## src/tga_rle_pkg.sv

```systemverilog
// ----------------------------------------------------------------------------
// TGA RLE package
// Widths, codes, queue entry and configuration types for the decoder.
// ----------------------------------------------------------------------------
package tga_rle_pkg;

   localparam int BYTE_W      = 8;
   localparam int COL_W       = 16;
   localparam int LEN_W       = 8;
   localparam int IDX_W       = 16;
   localparam int CH_W        = 8;
   localparam int FMT_W       = 3;
   localparam int BIP_W       = 2;
   localparam int PIX_W       = 4 * BYTE_W;
   localparam int PBYTES_W    = 3 * BYTE_W;
   localparam int CSR_W       = 16;
   localparam int CSR_IDX_W   = 2;

   localparam int QUEUE_DEPTH = 2;
   localparam int QPTR_W      = $clog2(QUEUE_DEPTH);
   localparam int QCNT_W      = $clog2(QUEUE_DEPTH + 1);

   // Packet header layout.
   localparam logic [BYTE_W-1:0] HDR_COUNT_MASK = 8'h7f;
   localparam logic [BYTE_W-1:0] HDR_REPEAT_BIT = 8'h80;
   localparam int                RGB5_MAX       = 31;
   localparam int                RGB5_SHIFT     = 3;

   typedef enum logic [CSR_IDX_W-1:0] {
      CSR_LINE_WIDTH   = 2'd0,
      CSR_RUN_LENGTH   = 2'd1,
      CSR_PIXEL_FORMAT = 2'd2
   } csr_index_type;

   typedef enum logic [FMT_W-1:0] {
      FMT_INDEX8  = 3'd0,
      FMT_INDEX16 = 3'd1,
      FMT_RGB555  = 3'd2,
      FMT_BGR24   = 3'd3,
      FMT_BGRA32  = 3'd4
   } pixel_format_type;

   typedef struct packed {
      logic [COL_W-1:0] line_width;
      logic             run_length_coded;
      logic [FMT_W-1:0] pixel_format;
   } cfg_type;

   typedef struct packed {
      logic [COL_W-1:0] x_start;
      logic [LEN_W-1:0] span_length;
      logic             end_of_line;
      logic [FMT_W-1:0] pixel_format;
      logic [PIX_W-1:0] pixel;
   } span_cmd_type;

   function automatic logic [FMT_W-1:0] bytes_per_pixel(input logic [FMT_W-1:0] fmt);
      logic [FMT_W-1:0] bpp;
      case (fmt)
         FMT_INDEX16: bpp = 3'd2;
         FMT_RGB555:  bpp = 3'd2;
         FMT_BGR24:   bpp = 3'd3;
         FMT_BGRA32:  bpp = 3'd4;
         default:     bpp = 3'd1;
      endcase
      return bpp;
   endfunction

endpackage

```

## src/tga_rle_ifs.sv

```systemverilog
// ----------------------------------------------------------------------------
// TGA RLE stream interfaces
// Valid/ready channels for the byte stream and the decoded span stream.
// ----------------------------------------------------------------------------
interface tga_rle_req_if;
   import tga_rle_pkg::*;

   logic              valid;
   logic              ready;
   logic [BYTE_W-1:0] data_byte;

   modport source (output valid, output data_byte, input ready);
   modport sink   (input valid, input data_byte, output ready);
endinterface

interface tga_rle_rsp_if;
   import tga_rle_pkg::*;

   logic             valid;
   logic             ready;
   logic [COL_W-1:0] x_start;
   logic [LEN_W-1:0] span_length;
   logic [IDX_W-1:0] index_value;
   logic [CH_W-1:0]  red;
   logic [CH_W-1:0]  green;
   logic [CH_W-1:0]  blue;
   logic [CH_W-1:0]  alpha;
   logic             end_of_line;

   modport source (output valid, output x_start, output span_length, output index_value,
                   output red, output green, output blue, output alpha,
                   output end_of_line, input ready);
   modport sink   (input valid, input x_start, input span_length, input index_value,
                   input red, input green, input blue, input alpha,
                   input end_of_line, output ready);
endinterface

```

## src/tga_rle_scanline_decoder.sv

```systemverilog
// ----------------------------------------------------------------------------
// TGA RLE scanline decoder
// Turns a Targa image byte stream (plain or RLE packets) into pixel spans.
// ----------------------------------------------------------------------------
//
//   channel   direction  handshake       payload
//   --------  ---------  --------------  ----------------------------------------
//   req_if    in         valid / ready   data_byte
//   rsp_if    out        valid / ready   x_start, span_length, index_value,
//                                        red, green, blue, alpha, end_of_line
//   csr_*     in         csr_we          csr_index, csr_wdata
//
// One byte is accepted per cycle while the span queue has room. A span passes
// through the span queue and then the output register after the byte that
// completes its pixel. The front end's column and packet update is the loop
// that sets the byte rate. Reset is synchronous and active high; it restores
// line_width 1, plain coding and the 8-bit index format. A stalled rsp_if fills
// the two-entry queue and then drops req_if.ready; headers and partial pixels
// still pass only while the queue has room.
//
module tga_rle_scanline_decoder (
   input  logic                              clock,
   input  logic                              reset,
   tga_rle_req_if.sink                       req_if,
   tga_rle_rsp_if.source                     rsp_if,
   input  logic                              csr_we,
   input  logic [tga_rle_pkg::CSR_IDX_W-1:0] csr_index,
   input  logic [tga_rle_pkg::CSR_W-1:0]     csr_wdata
);
   import tga_rle_pkg::*;

   cfg_type      cfg_ff, cfg_in;
   logic         q_full;
   logic         q_not_empty;
   logic         accept;
   logic         push;
   logic         pop;
   span_cmd_type push_cmd;
   span_cmd_type head_cmd;

   // Configuration: the user must write only while the block is idle; the block itself does not enforce it.
   always_comb begin
      cfg_in = cfg_ff;
      if (csr_we) begin
         case (csr_index)
            CSR_LINE_WIDTH:   cfg_in.line_width       = csr_wdata;
            CSR_RUN_LENGTH:   cfg_in.run_length_coded = csr_wdata[0];
            CSR_PIXEL_FORMAT: cfg_in.pixel_format     = csr_wdata[FMT_W-1:0];
            default:          cfg_in = cfg_ff;
         endcase
      end
   end

   always_ff @(posedge clock) begin
      if (reset) begin
         cfg_ff.line_width       <= COL_W'(1);
         cfg_ff.run_length_coded <= 1'b0;
         cfg_ff.pixel_format     <= FMT_INDEX8;
      end else begin
         cfg_ff <= cfg_in;
      end
   end

   // Hold the byte stream whenever the queue cannot take another span.
   assign req_if.ready = !q_full;
   assign accept       = req_if.valid && !q_full;

   tga_rle_front u_front (
      .clock     (clock),
      .reset     (reset),
      .cfg       (cfg_ff),
      .accept    (accept),
      .data_byte (req_if.data_byte),
      .push      (push),
      .cmd       (push_cmd)
   );

   tga_rle_queue u_queue (
      .clock     (clock),
      .reset     (reset),
      .push      (push),
      .push_cmd  (push_cmd),
      .full      (q_full),
      .pop       (pop),
      .not_empty (q_not_empty),
      .head_cmd  (head_cmd)
   );

   tga_rle_back u_back (
      .clock     (clock),
      .reset     (reset),
      .cmd_valid (q_not_empty),
      .cmd       (head_cmd),
      .pop       (pop),
      .rsp       (rsp_if)
   );

endmodule

```

## src/tga_rle_queue.sv

```systemverilog
// ----------------------------------------------------------------------------
// TGA RLE span queue
// Small FIFO of span commands between the byte front end and the span back end.
// ----------------------------------------------------------------------------
module tga_rle_queue (
   input  logic                      clock,
   input  logic                      reset,
   input  logic                      push,
   input  tga_rle_pkg::span_cmd_type push_cmd,
   output logic                      full,
   input  logic                      pop,
   output logic                      not_empty,
   output tga_rle_pkg::span_cmd_type head_cmd
);
   import tga_rle_pkg::*;

   span_cmd_type      entry_ff [QUEUE_DEPTH];
   logic [QPTR_W-1:0] wr_ptr_ff, wr_ptr_in;
   logic [QPTR_W-1:0] rd_ptr_ff, rd_ptr_in;
   logic [QCNT_W-1:0] count_ff, count_in;

   assign full      = (count_ff == QCNT_W'(QUEUE_DEPTH));
   assign not_empty = (count_ff != '0);
   assign head_cmd  = entry_ff[rd_ptr_ff];

   always_comb begin
      wr_ptr_in = push ? wr_ptr_ff + 1'b1 : wr_ptr_ff;
      rd_ptr_in = pop  ? rd_ptr_ff + 1'b1 : rd_ptr_ff;
      count_in  = count_ff;
      if (push && !pop) begin
         count_in = count_ff + 1'b1;
      end else if (pop && !push) begin
         count_in = count_ff - 1'b1;
      end
   end

   always_ff @(posedge clock) begin
      if (reset) begin
         wr_ptr_ff <= '0;
         rd_ptr_ff <= '0;
         count_ff  <= '0;
      end else begin
         wr_ptr_ff <= wr_ptr_in;
         rd_ptr_ff <= rd_ptr_in;
         count_ff  <= count_in;
      end
   end

   always_ff @(posedge clock) begin
      if (push) begin
         entry_ff[wr_ptr_ff] <= push_cmd;
      end
   end

endmodule

```

## src/tga_rle_front.sv

```systemverilog
// ----------------------------------------------------------------------------
// TGA RLE front end
// Classifies each byte as header or pixel data, tracks packets and columns.
// ----------------------------------------------------------------------------
module tga_rle_front (
   input  logic                             clock,
   input  logic                             reset,
   input  tga_rle_pkg::cfg_type             cfg,
   input  logic                             accept,
   input  logic [tga_rle_pkg::BYTE_W-1:0]   data_byte,
   output logic                             push,
   output tga_rle_pkg::span_cmd_type        cmd
);
   import tga_rle_pkg::*;

   logic [COL_W-1:0]    col_ff, col_in;
   logic [LEN_W-1:0]    left_ff, left_in;
   logic                repeat_ff, repeat_in;
   logic                await_ff, await_in;
   logic [BIP_W-1:0]    bip_ff, bip_in;
   logic [PBYTES_W-1:0] pbytes_ff, pbytes_in;

   logic [COL_W-1:0]    width;
   logic [COL_W-1:0]    col;
   logic [COL_W-1:0]    rem;
   logic [FMT_W-1:0]    bpp;
   logic [FMT_W-1:0]    bip_next;
   logic                complete;
   logic [PIX_W-1:0]    pix;
   logic [PBYTES_W-1:0] pbytes_store;
   logic [LEN_W-1:0]    hdr_count;
   logic [LEN_W-1:0]    hdr_left;
   logic [LEN_W-1:0]    left;
   logic [LEN_W-1:0]    left_dec;
   logic [LEN_W-1:0]    rep_len;
   logic [LEN_W-1:0]    len;
   logic [COL_W:0]      col_sum;
   logic                eol;
   logic [COL_W-1:0]    col_after;

   always_comb begin
      width    = (cfg.line_width == '0) ? COL_W'(1) : cfg.line_width;
      col      = (col_ff < width) ? col_ff : '0;
      rem      = width - col;
      bpp      = bytes_per_pixel(cfg.pixel_format);
      bip_next = {1'b0, bip_ff} + 3'd1;
      complete = (bip_next >= bpp);

      // Last byte lands in the slot of the format's final byte.
      pix = {{BYTE_W{1'b0}}, pbytes_ff};
      case (bpp)
         3'd1:    pix[7:0]   = data_byte;
         3'd2:    pix[15:8]  = data_byte;
         3'd3:    pix[23:16] = data_byte;
         default: pix[31:24] = data_byte;
      endcase

      pbytes_store = pbytes_ff;
      case (bip_ff)
         2'd0:    pbytes_store[7:0]   = data_byte;
         2'd1:    pbytes_store[15:8]  = data_byte;
         default: pbytes_store[23:16] = data_byte;
      endcase

      hdr_count = (data_byte & HDR_COUNT_MASK) + 8'd1;
      hdr_left  = ({8'd0, hdr_count} < rem) ? hdr_count : rem[LEN_W-1:0];
      left      = (left_ff == '0) ? 8'd1 : left_ff;
      left_dec  = left - 8'd1;
      rep_len   = ({8'd0, left} < rem) ? left : rem[LEN_W-1:0];
      len       = (cfg.run_length_coded && repeat_ff) ? rep_len : 8'd1;
      col_sum   = {1'b0, col} + {{(COL_W + 1 - LEN_W){1'b0}}, len};
      eol       = (col_sum >= {1'b0, width});
      col_after = eol ? '0 : col_sum[COL_W-1:0];

      col_in    = col_ff;
      left_in   = left_ff;
      repeat_in = repeat_ff;
      await_in  = await_ff;
      bip_in    = bip_ff;
      pbytes_in = pbytes_ff;
      push      = 1'b0;

      if (accept) begin
         if (!cfg.run_length_coded) begin
            // Plain stream: packet state holds untouched.
            if (!complete) begin
               pbytes_in = pbytes_store;
               bip_in    = bip_next[BIP_W-1:0];
            end else begin
               push   = 1'b1;
               col_in = col_after;
               bip_in = '0;
            end
         end else if (await_ff) begin
            col_in    = col;
            left_in   = hdr_left;
            repeat_in = ((data_byte & HDR_REPEAT_BIT) != '0);
            await_in  = 1'b0;
            bip_in    = '0;
         end else if (!complete) begin
            pbytes_in = pbytes_store;
            bip_in    = bip_next[BIP_W-1:0];
         end else begin
            push   = 1'b1;
            col_in = col_after;
            bip_in = '0;
            if (repeat_ff || left_dec == '0 || eol) begin
               left_in  = '0;
               await_in = 1'b1;
            end else begin
               left_in = left_dec;
            end
         end
      end

      cmd.x_start      = col;
      cmd.span_length  = len;
      cmd.end_of_line  = eol;
      cmd.pixel_format = cfg.pixel_format;
      cmd.pixel        = pix;
   end

   always_ff @(posedge clock) begin
      if (reset) begin
         col_ff    <= '0;
         left_ff   <= '0;
         repeat_ff <= 1'b0;
         await_ff  <= 1'b1;
         bip_ff    <= '0;
         pbytes_ff <= '0;
      end else begin
         col_ff    <= col_in;
         left_ff   <= left_in;
         repeat_ff <= repeat_in;
         await_ff  <= await_in;
         bip_ff    <= bip_in;
         pbytes_ff <= pbytes_in;
      end
   end

endmodule

```

## src/tga_rle_back.sv

```systemverilog
// ----------------------------------------------------------------------------
// TGA RLE back end
// Decodes queued span commands into channel values and holds the result.
// ----------------------------------------------------------------------------
module tga_rle_back (
   input  logic                      clock,
   input  logic                      reset,
   input  logic                      cmd_valid,
   input  tga_rle_pkg::span_cmd_type cmd,
   output logic                      pop,
   tga_rle_rsp_if.source             rsp
);
   import tga_rle_pkg::*;

   logic             valid_ff;
   logic [COL_W-1:0] x_start_ff;
   logic [LEN_W-1:0] length_ff;
   logic [IDX_W-1:0] index_ff, index_in;
   logic [CH_W-1:0]  red_ff, red_in;
   logic [CH_W-1:0]  green_ff, green_in;
   logic [CH_W-1:0]  blue_ff, blue_in;
   logic [CH_W-1:0]  alpha_ff, alpha_in;
   logic             eol_ff;

   logic [CH_W-1:0]  b0, b1, b2, b3;
   logic [IDX_W-1:0] word;

   assign pop = cmd_valid && (!valid_ff || rsp.ready);

   always_comb begin
      b0   = cmd.pixel[7:0];
      b1   = cmd.pixel[15:8];
      b2   = cmd.pixel[23:16];
      b3   = cmd.pixel[31:24];
      word = {b1, b0};

      index_in = '0;
      red_in   = '0;
      green_in = '0;
      blue_in  = '0;
      alpha_in = '0;
      case (cmd.pixel_format)
         FMT_INDEX16: index_in = word;
         FMT_RGB555: begin
            red_in   = CH_W'(word[14:10] & 5'(RGB5_MAX)) << RGB5_SHIFT;
            green_in = CH_W'(word[9:5]   & 5'(RGB5_MAX)) << RGB5_SHIFT;
            blue_in  = CH_W'(word[4:0]   & 5'(RGB5_MAX)) << RGB5_SHIFT;
         end
         FMT_BGR24: begin
            red_in   = b2;
            green_in = b1;
            blue_in  = b0;
         end
         FMT_BGRA32: begin
            red_in   = b2;
            green_in = b1;
            blue_in  = b0;
            alpha_in = b3;
         end
         default: index_in = {{(IDX_W - CH_W){1'b0}}, b0};
      endcase
   end

   always_ff @(posedge clock) begin
      if (reset) begin
         valid_ff <= 1'b0;
      end else if (pop) begin
         valid_ff <= 1'b1;
      end else if (rsp.ready) begin
         valid_ff <= 1'b0;
      end
   end

   always_ff @(posedge clock) begin
      if (pop) begin
         x_start_ff <= cmd.x_start;
         length_ff  <= cmd.span_length;
         index_ff   <= index_in;
         red_ff     <= red_in;
         green_ff   <= green_in;
         blue_ff    <= blue_in;
         alpha_ff   <= alpha_in;
         eol_ff     <= cmd.end_of_line;
      end
   end

   assign rsp.valid       = valid_ff;
   assign rsp.x_start     = x_start_ff;
   assign rsp.span_length = length_ff;
   assign rsp.index_value = index_ff;
   assign rsp.red         = red_ff;
   assign rsp.green       = green_ff;
   assign rsp.blue        = blue_ff;
   assign rsp.alpha       = alpha_ff;
   assign rsp.end_of_line = eol_ff;

endmodule

```

## src/flat_wrapper.sv

```systemverilog
// flat-port wrapper written by rule: the top's interface ports become plain ports
module tga_rle_scanline_decoder_flat import tga_rle_pkg::*;
  (clock, reset, csr_we, csr_index, csr_wdata, req_if_valid, req_if_data_byte, req_if_ready, rsp_if_valid, rsp_if_x_start, rsp_if_span_length, rsp_if_index_value, rsp_if_red, rsp_if_green, rsp_if_blue, rsp_if_alpha, rsp_if_end_of_line, rsp_if_ready);
  tga_rle_req_if req_if_i ();
  tga_rle_rsp_if rsp_if_i ();
  input  logic clock;
  input  logic reset;
  input  logic csr_we;
  input  logic [tga_rle_pkg::CSR_IDX_W-1:0] csr_index;
  input  logic [tga_rle_pkg::CSR_W-1:0] csr_wdata;
  input wire logic [$bits(req_if_i.valid)-1:0] req_if_valid;
  input wire logic [$bits(req_if_i.data_byte)-1:0] req_if_data_byte;
  output wire logic [$bits(req_if_i.ready)-1:0] req_if_ready;
  output wire logic [$bits(rsp_if_i.valid)-1:0] rsp_if_valid;
  output wire logic [$bits(rsp_if_i.x_start)-1:0] rsp_if_x_start;
  output wire logic [$bits(rsp_if_i.span_length)-1:0] rsp_if_span_length;
  output wire logic [$bits(rsp_if_i.index_value)-1:0] rsp_if_index_value;
  output wire logic [$bits(rsp_if_i.red)-1:0] rsp_if_red;
  output wire logic [$bits(rsp_if_i.green)-1:0] rsp_if_green;
  output wire logic [$bits(rsp_if_i.blue)-1:0] rsp_if_blue;
  output wire logic [$bits(rsp_if_i.alpha)-1:0] rsp_if_alpha;
  output wire logic [$bits(rsp_if_i.end_of_line)-1:0] rsp_if_end_of_line;
  input wire logic [$bits(rsp_if_i.ready)-1:0] rsp_if_ready;
  assign req_if_i.valid = req_if_valid;
  assign req_if_i.data_byte = req_if_data_byte;
  assign req_if_ready = req_if_i.ready;
  assign rsp_if_valid = rsp_if_i.valid;
  assign rsp_if_x_start = rsp_if_i.x_start;
  assign rsp_if_span_length = rsp_if_i.span_length;
  assign rsp_if_index_value = rsp_if_i.index_value;
  assign rsp_if_red = rsp_if_i.red;
  assign rsp_if_green = rsp_if_i.green;
  assign rsp_if_blue = rsp_if_i.blue;
  assign rsp_if_alpha = rsp_if_i.alpha;
  assign rsp_if_end_of_line = rsp_if_i.end_of_line;
  assign rsp_if_i.ready = rsp_if_ready;
  tga_rle_scanline_decoder u_core (.clock(clock), .reset(reset), .req_if(req_if_i), .rsp_if(rsp_if_i), .csr_we(csr_we), .csr_index(csr_index), .csr_wdata(csr_wdata));
endmodule
```

## config.mk

```make
export PLATFORM = sky130hd
export DESIGN_NAME = tga_rle_scanline_decoder_flat
export DESIGN_NICKNAME = d
export VERILOG_FILES = /design/src/tga_rle_pkg.sv /design/src/tga_rle_ifs.sv /design/src/tga_rle_scanline_decoder.sv /design/src/tga_rle_queue.sv /design/src/tga_rle_front.sv /design/src/tga_rle_back.sv /design/src/flat_wrapper.sv
export SDC_FILE = /design/constraint.sdc
export NUM_CORES = 1
export LEC_CHECK = 0
export ABC_AREA = 1
export BUFFER_PORTS_ARGS = -buffer_cell sky130_fd_sc_hd__buf_2
export CORE_UTILIZATION = 30
export CTS_CLUSTER_DIAMETER = 80
export DETAILED_ROUTE_END_ITERATION = 12
export PLACE_DENSITY = 0.57
export RECOVER_POWER = 25
export SETUP_SLACK_MARGIN = 0.3
export SLEW_MARGIN = 20
export SYNTH_ARGS = -nofsm -noshare
export SYNTH_HDL_FRONTEND = slang
export SYNTH_SLANG_ARGS = --single-unit
```

## constraint.sdc

```tcl
create_clock -name clock -period 9.7 [get_ports clock]
set_input_delay 0.485 -clock clock [delete_from_list [all_inputs] [get_ports clock]]
set_output_delay 0.485 -clock clock [all_outputs]
set_load 0.02 [all_outputs]
```

==> impl.org, run 1 <==
** Synthesis
- Syn Nets :: 1524
- In this run, distinct cell masters in the synthesized netlist total between 50 and 60.
- The synthesized netlist occupies a cell area of 13400 µm².
- Number of enable-type register cells in the synthesized netlist :: 193
- Sorting the synthesized cells by how often they occur yields nand2_1, edfxtp_1, a21oi_1.
- Async set-reset flop share out of synthesis :: 0%
- After synthesis, the cell types taking the most area are edfxtp_1, dfxtp_1, nand2_1.
- By instance count, the leading cell after synthesis is nand2_1.
- Averaged over all synthesized cells, the footprint is approximately 9.5 µm².
- Yosys warning count :: 0
- Sequential-to-total area share from yosys stat :: around 55%
- Number of flip-flops and latches in the synthesized netlist :: 271
- Area fraction of the dominant cell type after synthesis :: 43.2%
- Dominant cell type by area after synthesis :: edfxtp_1
- The cell count after synthesis came out at 1417.
- Among all flip-flop cells after synthesis, the most frequent one is edfxtp_1.

** Global route
- The via count of the first global-routing pass came to approximately 9.5k.
- Antenna violations before repair :: 0
- Maximum number of pins on one net before global-route repair :: 79
- Summed over all layers, the global routing overflow is 0.
- GRT Util Overall :: 15.7%
- The first global-routing pass estimated 54.6 mm of wire.

** Power and ir drop
- Leakage power summed over all cells :: 6.27 nW
- IR analysis of the VDD net gives a maximum drop of 0.000141 V.
- Power Density :: 263 nW/µm²
- Clock share of power :: 27.7%
- Net Sw Power :: 0.00149 W
- Pint :: 0.00259 W
- Portion of total power attributed to combinational logic :: 29.9%
- Overall power consumption after layout is estimated at around 0.0041 W.
- Net switching is 36.5% of the power.
- Of the total power, registers draw 42.4%.

** Routing
- Length of routed wiring on met1 :: 16.0 mm
- After detailed routing, the met3 layer carries 1.95 mm of wire.
- Remaining antenna violation count :: 0
- Via-to-Cell Ratio :: 4.68
- For this run, design rule violations remaining after detail routing come to 0.
- Before antenna repair, the detailed router went through 5 iterations.
- For this block, the via count after detailed routing is 9923.
- Drt wl/cell :: 16.9 µm
- The routed design has 35.9 mm of wire.
- Highest metal layer used by the detailed router :: met4
- Number of design-rule violations left by the first detailed-router iteration :: just over 700
- After detailed routing, the met2 layer carries 17.2 mm of wire.

** Clock tree
- Clock latency at the later pin of the worst-skew pair :: 0.57 ns
- In this run the number of H-tree levels came out at 1.
- The longest clock path from root to sink contains 3 buffers.
- TritonCTS clock tree :: yes
- After clock tree synthesis, the setup repair step added 0 buffers.
- TritonCTS sink count :: 271
- TritonCTS created 31 clock buffers.
- Root buffer selected by CTS :: clkbuf_16
- Clock-pin slew was measured on the worst setup and hold paths at 0.06 ns.

** Setup path
- Kind of critical path :: flip-flop to flip-flop
- The worst setup path is captured at a flip-flop.
- Arrival time worst endpoint :: 8.99 ns
- CP bufs+invs :: 4
- Counting stages on the worst path, the most repeated cell is nand2_1.
- Gate family responsible for the most delay along the worst path :: simple AND/OR/NAND/NOR gates
- Among all stages on the critical path, the largest delay is contributed by fa_1.
- In this design, the stage delay of the slowest critical-path cell is approximately 0.40 ns.
- Type of element launching the critical path :: flip-flop
- For the worst setup path, the data required time is ~10 ns.
- Of all nets on the critical path, the largest fanout is 13.

** Cells and area
- Fraction of final layout cells with drive strength greater than 1 :: 11.2%
- Total of fill cells in the finished design :: 4527
- Area of the multi-input gates :: 5290 µm²
- Relative to the synthesized area, the layout overhead comes to 15.6%.
- For this run, the post-layout net count is 1611.
- Storage element area :: 7360 µm²
- Leaving out filler cells and counting taps, the final layout contains 2121.
- Final standard cell utilization of the core :: 35.1%
- The number of antenna diodes in the final layout is 0.

** Floorplanning
- Die span in x :: 213 µm
- Die Y :: 213 µm
- For this configuration, the core starts out at a cell density of 30.4%.
- Area inside the core boundary :: 44100 µm²
- The die covers 45500 µm².
- During I/O placement, the number of pins put on the boundary was 106.
- Number of core rows :: 77

** STA
- The max-slew violation count was 121.
- Final-report setup violation count :: 0
- Worst-margin pin slew :: 3.44 ns
- The final count of hold timing violations came to 0.
- The worst path uses 87.7% of the clock period.
- Relative slew slack :: -129%
- Total Neg Setup Slack :: 0 ns
- Crit path time final :: ~8.5 ns
- RSZ-0062 raised after global routing :: false
- Fin Clk Skew :: about 0.012 ns
- Hold WS :: 0.206 ns
- Static timing analysis puts the maximum clock frequency at 118 MHz.

** Run status
- The final reports fail on max-capacitance violations, max-slew violations.
- The flow ran to the end, but the final reports show violations.

** Place
- In this run the tool buffered the top-level ports with 105 buffer cells.
- Placer's final routability congestion estimate :: around 0.9
- After detailed placement, the design holds a cell count of roughly 2.1k.
- Summed over all nets, the half-perimeter wirelength after detailed placement is between 20 and 30 mm.

** Hold path
- The worst hold path belongs to the class input pin to flip-flop.

** Flow run
- Max Cap Violations :: 2
==> layout make-up <==
| cell class | count | area share (%) |
|---|---|---|
| inverter | 152 | 3.72 |
| clock inverter | 18 | 1.05 |
| clock buffer | 40 | 5.29 |
| multi-input combinational | 933 | 34.1 |
| tap | 592 | 4.78 |
| sequential | 271 | 47.5 |
| timing repair buffer | 115 | 3.53 |
==> state kept, by name (all words and copies together) (netlist names), 2 cells and up, named ones only <==
| register | flops |
|---|---|
| u_core.u_back.rsp.red | 8 |
| u_core.u_back.rsp.x_start | 16 |
| u_core.u_front.left_ff | 8 |
| u_core.cfg_ff | 20 |
| u_core.u_front.col_ff | 16 |
| u_core.u_front.bip_ff | 2 |
| u_core.u_back.rsp.blue | 8 |
| u_core.u_back.rsp.alpha | 8 |
| u_core.u_queue.count_ff | 2 |
| u_core.u_back.rsp.span_length | 8 |
| u_core.u_back.rsp.index_value | 16 |
| u_core.u_queue.entry_ff | 120 |
| u_core.u_front.pbytes_ff | 24 |
| u_core.u_back.rsp.green | 8 |
==> cells by family (layout without fill, tap and decap cells) <==
logic type | Yosys count | in the layout | synth area share, %
mux | 16 | 16 | 1.19
buf+inv | 213 | 325 | 6.28
compound gates | 304 | 304 | 12.3
fa+ha+maj | 76 | 76 | 7.21
xor+xnor | 29 | 29 | 1.89
flops | 271 | 271 | 54.9
simple gates | 508 | 508 | 16.2
==> metrics by stage <==
stage / worst slack [ns] / instance area (µm²)
global placement: 0.666 / 14500
floorplan: 2.56 / 13400
CTS: 0.571 / 15500
detailed placement: 0.584 / 14500
global route: 0.315 / 15500
finish: 1.19 / 15500
==> final timing paths <==
check	cells past startpoint	end	slack (ns)	startpoint
max	51	u_core.u_front.col_ff[15]	1.19	u_core.cfg_ff[5]
min	3	u_core.cfg_ff[15]	0.21	csr_wdata[11]
max reg2reg	51	u_core.u_front.col_ff[15]	1.19	u_core.cfg_ff[5]
min reg2reg	1	flip-flop	0.46	u_core.u_queue.rd_ptr_ff
==> metal layers <==
metal	global-route usage [%]	vias to the layer above
met2	26.6	252
li1	-	5008
met4	4.41	0
met3	2.46	52
met5	0	-
met1	20.5	4611
==> power by group through the flow <==
stage / sequential (W) / combinational (W) / clock [W]
detailed placement: 0.00175 / 0.00124 / 0
finish: 0.00173 / 0.00122 / 0.00113
global route: 0.00176 / 0.00136 / 0.00121
floorplan: 0.00190 / 0.000661 / 0
CTS: 0.00172 / 0.00124 / 0.00116
global placement: 0.00174 / 0.00124 / 0
==> tightest hold or removal path, cell delays in order <==
cell and delay (ns):
buf_2 0.08, o21ai_0 0.07, a21oi_1 0.10
==> cells in the final DEF, fill, tap and decap left out, types with 8 or more instances in the layout <==
cell type	instances
clkbuf_1	47
clkbuf_16	31
dfxtp_1	77
mux2i_1	16
o21bai_1	11
nor3_1	14
nor2_1	106
edfxtp_1	193
ha_1	74
o21ai_0	100
nand3_1	41
buf_2	68
buf_4	8
xor2_1	26
o22ai_1	10
clkinv_1	9
nand2_1	287
inv_1	144
nand4_1	22
a21oi_1	148
==> what timing repair did <==
| item | CTS | global route |
|---|---|---|
| endpoints found under the setup margin | 0 | 27 |
| gates resized for setup | 0 | 16 |
| hold buffers | 0 | 0 |
(Power assumes the default switching activity.)
==> run 2: changes to the inputs <==
Settings changed: PLACE_DENSITY 0.57 to not set.
==> run 2 against run 1 <==
Compared with the run above:
- the run still ends with max-capacitance violations, max-slew violations left
- register-to-register slack got worse by 0.20 ns
- non-clock buffer count increased by 1
- setup slack got worse by 0.20 ns
==> impl.org, run 2 (synthesized netlist as in run 1, its figures left out) <==
** Run status
- Outcome :: complete, but fails checks (unchanged)
- Violated checks: max-capacitance violations, max-slew violations (unchanged).

** Floorplanning
- The area of the core was 44100 µm² (unchanged).
- The boundary pin count came to 106 (unchanged).
- The vertical die dimension is 213 µm (unchanged).
- The chip width came to 213 µm (unchanged).
- The site row count is 77 (unchanged).
- The die area is 45500 µm² (unchanged).
- Initial Util :: 30.4% (unchanged)

** Global route
- The initial antenna violation count was 0 (unchanged).
- Via count of the first global-routing pass :: 9655 (was 9516)
- The pin count of the biggest net entering global routing came to 66 (was 79).
- The total global routing track utilization is 15.7% (about the same).
- The remaining global-route overflow is 0 (unchanged).
- The wire length of the first global-routing pass is 55.1 mm (was 54.6 mm).

** Clock tree
- The number of sinks driven by the clock tree was 271 (unchanged).
- The clock slew seen by the registers of the worst setup and hold paths came to 0.06 ns (about the same).
- The clock latency at the later pin of the worst-skew pair was 0.57 ns (about the same).
- The count of H-tree levels built during CTS was 1 (unchanged).
- Cts-stage hold buffer count :: 0 (unchanged)
- Num CTS Buffers :: 30 (was 31)
- TritonCTS clock tree :: yes (unchanged)
- The maximum buffer depth of the clock tree is 3 (unchanged).
- The clock root buffer master was clkbuf_16 (unchanged).

** Cells and area
- The net count of the finished layout was 1611 (unchanged).
- The top register by number of flip-flops was u_core.u_queue.entry_ff (unchanged).
- Top library cells by usage in the layout, fill and taps aside :: nand2_1, edfxtp_1, a21oi_1, inv_1, nor2_1 (unchanged)
- Area growth, synth to finish :: 15.7% (was 15.6%)
- The flip-flop count of the largest register after layout came to 120 (unchanged).
- Fraction of final layout cells with drive strength greater than 1 :: 10.1% (was 11.2%)
- Biggest registers after layout: u_core.u_queue.entry_ff (120), u_core.u_front.pbytes_ff (24), u_core.cfg_ff (20) (unchanged).
- The filler cell count in the final layout is 4559 (was 4527).
- Commonest non-fill, non-tap cell in the layout :: nand2_1 (unchanged)
- The post-layout instance area was 15500 µm² (about the same).
- The number of inserted diodes came to 0 (unchanged).

** Setup path
- The data arrival at the endpoint of the critical path came to 9.18 ns (was 8.99 ns).
- Largest stage delay, worst path :: 0.39 ns (was 0.40 ns)
- The cell type of the slowest stage on the worst timing path was ha_1 (was fa_1).
- Kind of critical path :: flip-flop to flip-flop (unchanged)
- The cell family with the largest share of critical-path delay was simple AND/OR/NAND/NOR gates (unchanged).
- Most frequent cell on the critical path :: nand2_1 (unchanged)
- Highest fanout seen on the critical path :: 13 (unchanged)
- The worst path required time came to 10.17 ns (was 10.18 ns).
- The kind of start point of the critical path is a flip-flop (unchanged).
- Critical path depth :: 47 (was 51)
- The type of element capturing the critical path was a flip-flop (unchanged).
- The worst setup slack for register-to-register paths is 0.99 ns (was 1.19 ns).
- R2r worst-path depth :: 47 (was 51)
- The combined buffer and inverter count along the critical path came to 7 (was 4).

** STA
- The final clock period utilization by the worst path came to 89.8% (was 87.7%).
- RSZ-0062 raised after global routing: false (unchanged).
- Crit path time final :: 8.71 ns (was 8.51 ns)
- The worst clock skew is 0.0255 ns (was 0.0120 ns).
- The transition at the pin with the smallest max-transition slack was 1.68 ns (was 3.44 ns).
- Total Neg Setup Slack :: 0 ns (unchanged)
- The final-report setup violation count is 0 (unchanged).
- Fmax :: 115 MHz (was 118 MHz)
- Count of pins over their slew limit :: 117 (was 121)
- The final count of hold timing violations is 0 (unchanged).
- The worst slew margin relative to its limit is -12.1% (was -129%).

** Routing
- The detailed router's first-iteration violation count came to 817 (was 708).
- The average via count per standard cell is 4.81 (was 4.68).
- The post-route antenna net violation count was 0 (unchanged).
- Total via count after detailed routing :: 10.2k (was 9923)
- Drt wl/cell :: 16.9 µm (about the same)
- Total wire length :: 35.8 mm (was 35.9 mm)
- DRC violations left :: 0 (unchanged)
- The first-pass detailed-route iteration total is 5 (unchanged).

** Flow run
- The max-cap violation count came to 3 (was 2).

** Power and ir drop
- Leakage power summed over all cells :: 6.26 nW (was 6.27 nW)
- Power Density :: 266 nW/µm² (was 263 nW/µm²)
- The peak supply drop is 0.000155 V (was 0.000141 V).

** Hold path
- The class of the most critical hold timing path was input pin to flip-flop (unchanged).
- The cell depth of the worst hold path is 3 (unchanged).

** Place
- Number of port buffers :: 105 (unchanged)
- The area after detailed placement is 14500 µm² (about the same).
- The estimated wirelength of the detail-placed design was 25.7 mm (was 25.6 mm).
- Placer's final routability congestion estimate :: 0.947 (was 0.917)
[run 2: cell count changes in the layout (fill, tap and decap cells not counted), sizes merged]
cell    previous run  this run
bufinv             2         5
buf               76        63
inv              149       148
clkbuf            79        89
[run 2: cell type report]
cell class,instances,area (µm²),area share (%)
Inverter,152,576,3.71
Sequential cell,271,7360,47.4
Clock buffer,36,783,5.05
Multi-Input combinational cell,933,5240,33.8
Clock inverter,20,265,1.71
Tap cell,592,741,4.78
Timing Repair Buffer,116,542,3.49
[run 2: power by group]
part | switching [W] | internal [W] | total (W)
Combinational | 0.000930 | 0.000320 | 0.00125
Sequential | 0.0000796 | 0.00159 | 0.00167
Clock | 0.000481 | 0.000715 | 0.00120
[run 2: per-stage QoR]
stage	hold slack [ns]	instances	utilization, %	power, W	setup WS (ns)
after CTS	0.191	2118	35.2	0.00419	0.595
after detailed placement	0.435	2062	32.9	0.00299	0.695
after global placement	0.428	2062	32.9	0.00298	0.849
after global routing	0.200	2120	35.1	0.00436	0.334
after floorplan	0.426	1417	-	0.00256	2.56
final	0.214	2120	35.1	0.00412	0.989
[run 2: timing repair]
item | in CTS | in global routing
gates resized for setup | 0 | 8
endpoints found under the hold margin | 0 | 0
buffers inserted | 0 | 2
endpoints found under the setup margin | 0 | 25
[run 2: per-layer routing]
metal  vias to the layer above  share of wire [%]  wire, µm  GRT usage (%)
li1                       5008                  -         -              -
met1                      4821                 45     16000           20.7
met2                       302                 47     16900           26.3
met4                         0                3.0      1080           6.06
met5                         -                  0         0              0
met3                        57                4.9      1750           1.79
[run 2: worst reg2reg max path: cells and delay by family (launching register included)]
kind | cells | cell delay (ns)
and+or+nand+nor | 18 | 2.94
AOI/OAI and AO/OA | 15 | 2.64
buffers and inverters | 7 | 0.73
adders and majority gates | 5 | 1.64
xor gates and xnor gates | 2 | 0.34
DFF | 1 | 0.37
[run 2: path summary, 6_finish.rpt]
check                      startpoint                         to
max                  u_core.cfg_ff[9]  u_core.u_front.col_ff[15]
min                     csr_wdata[11]          u_core.cfg_ff[15]
max reg2reg          u_core.cfg_ff[9]  u_core.u_front.col_ff[15]
min reg2reg  u_core.u_queue.rd_ptr_ff   u_core.u_queue.rd_ptr_ff
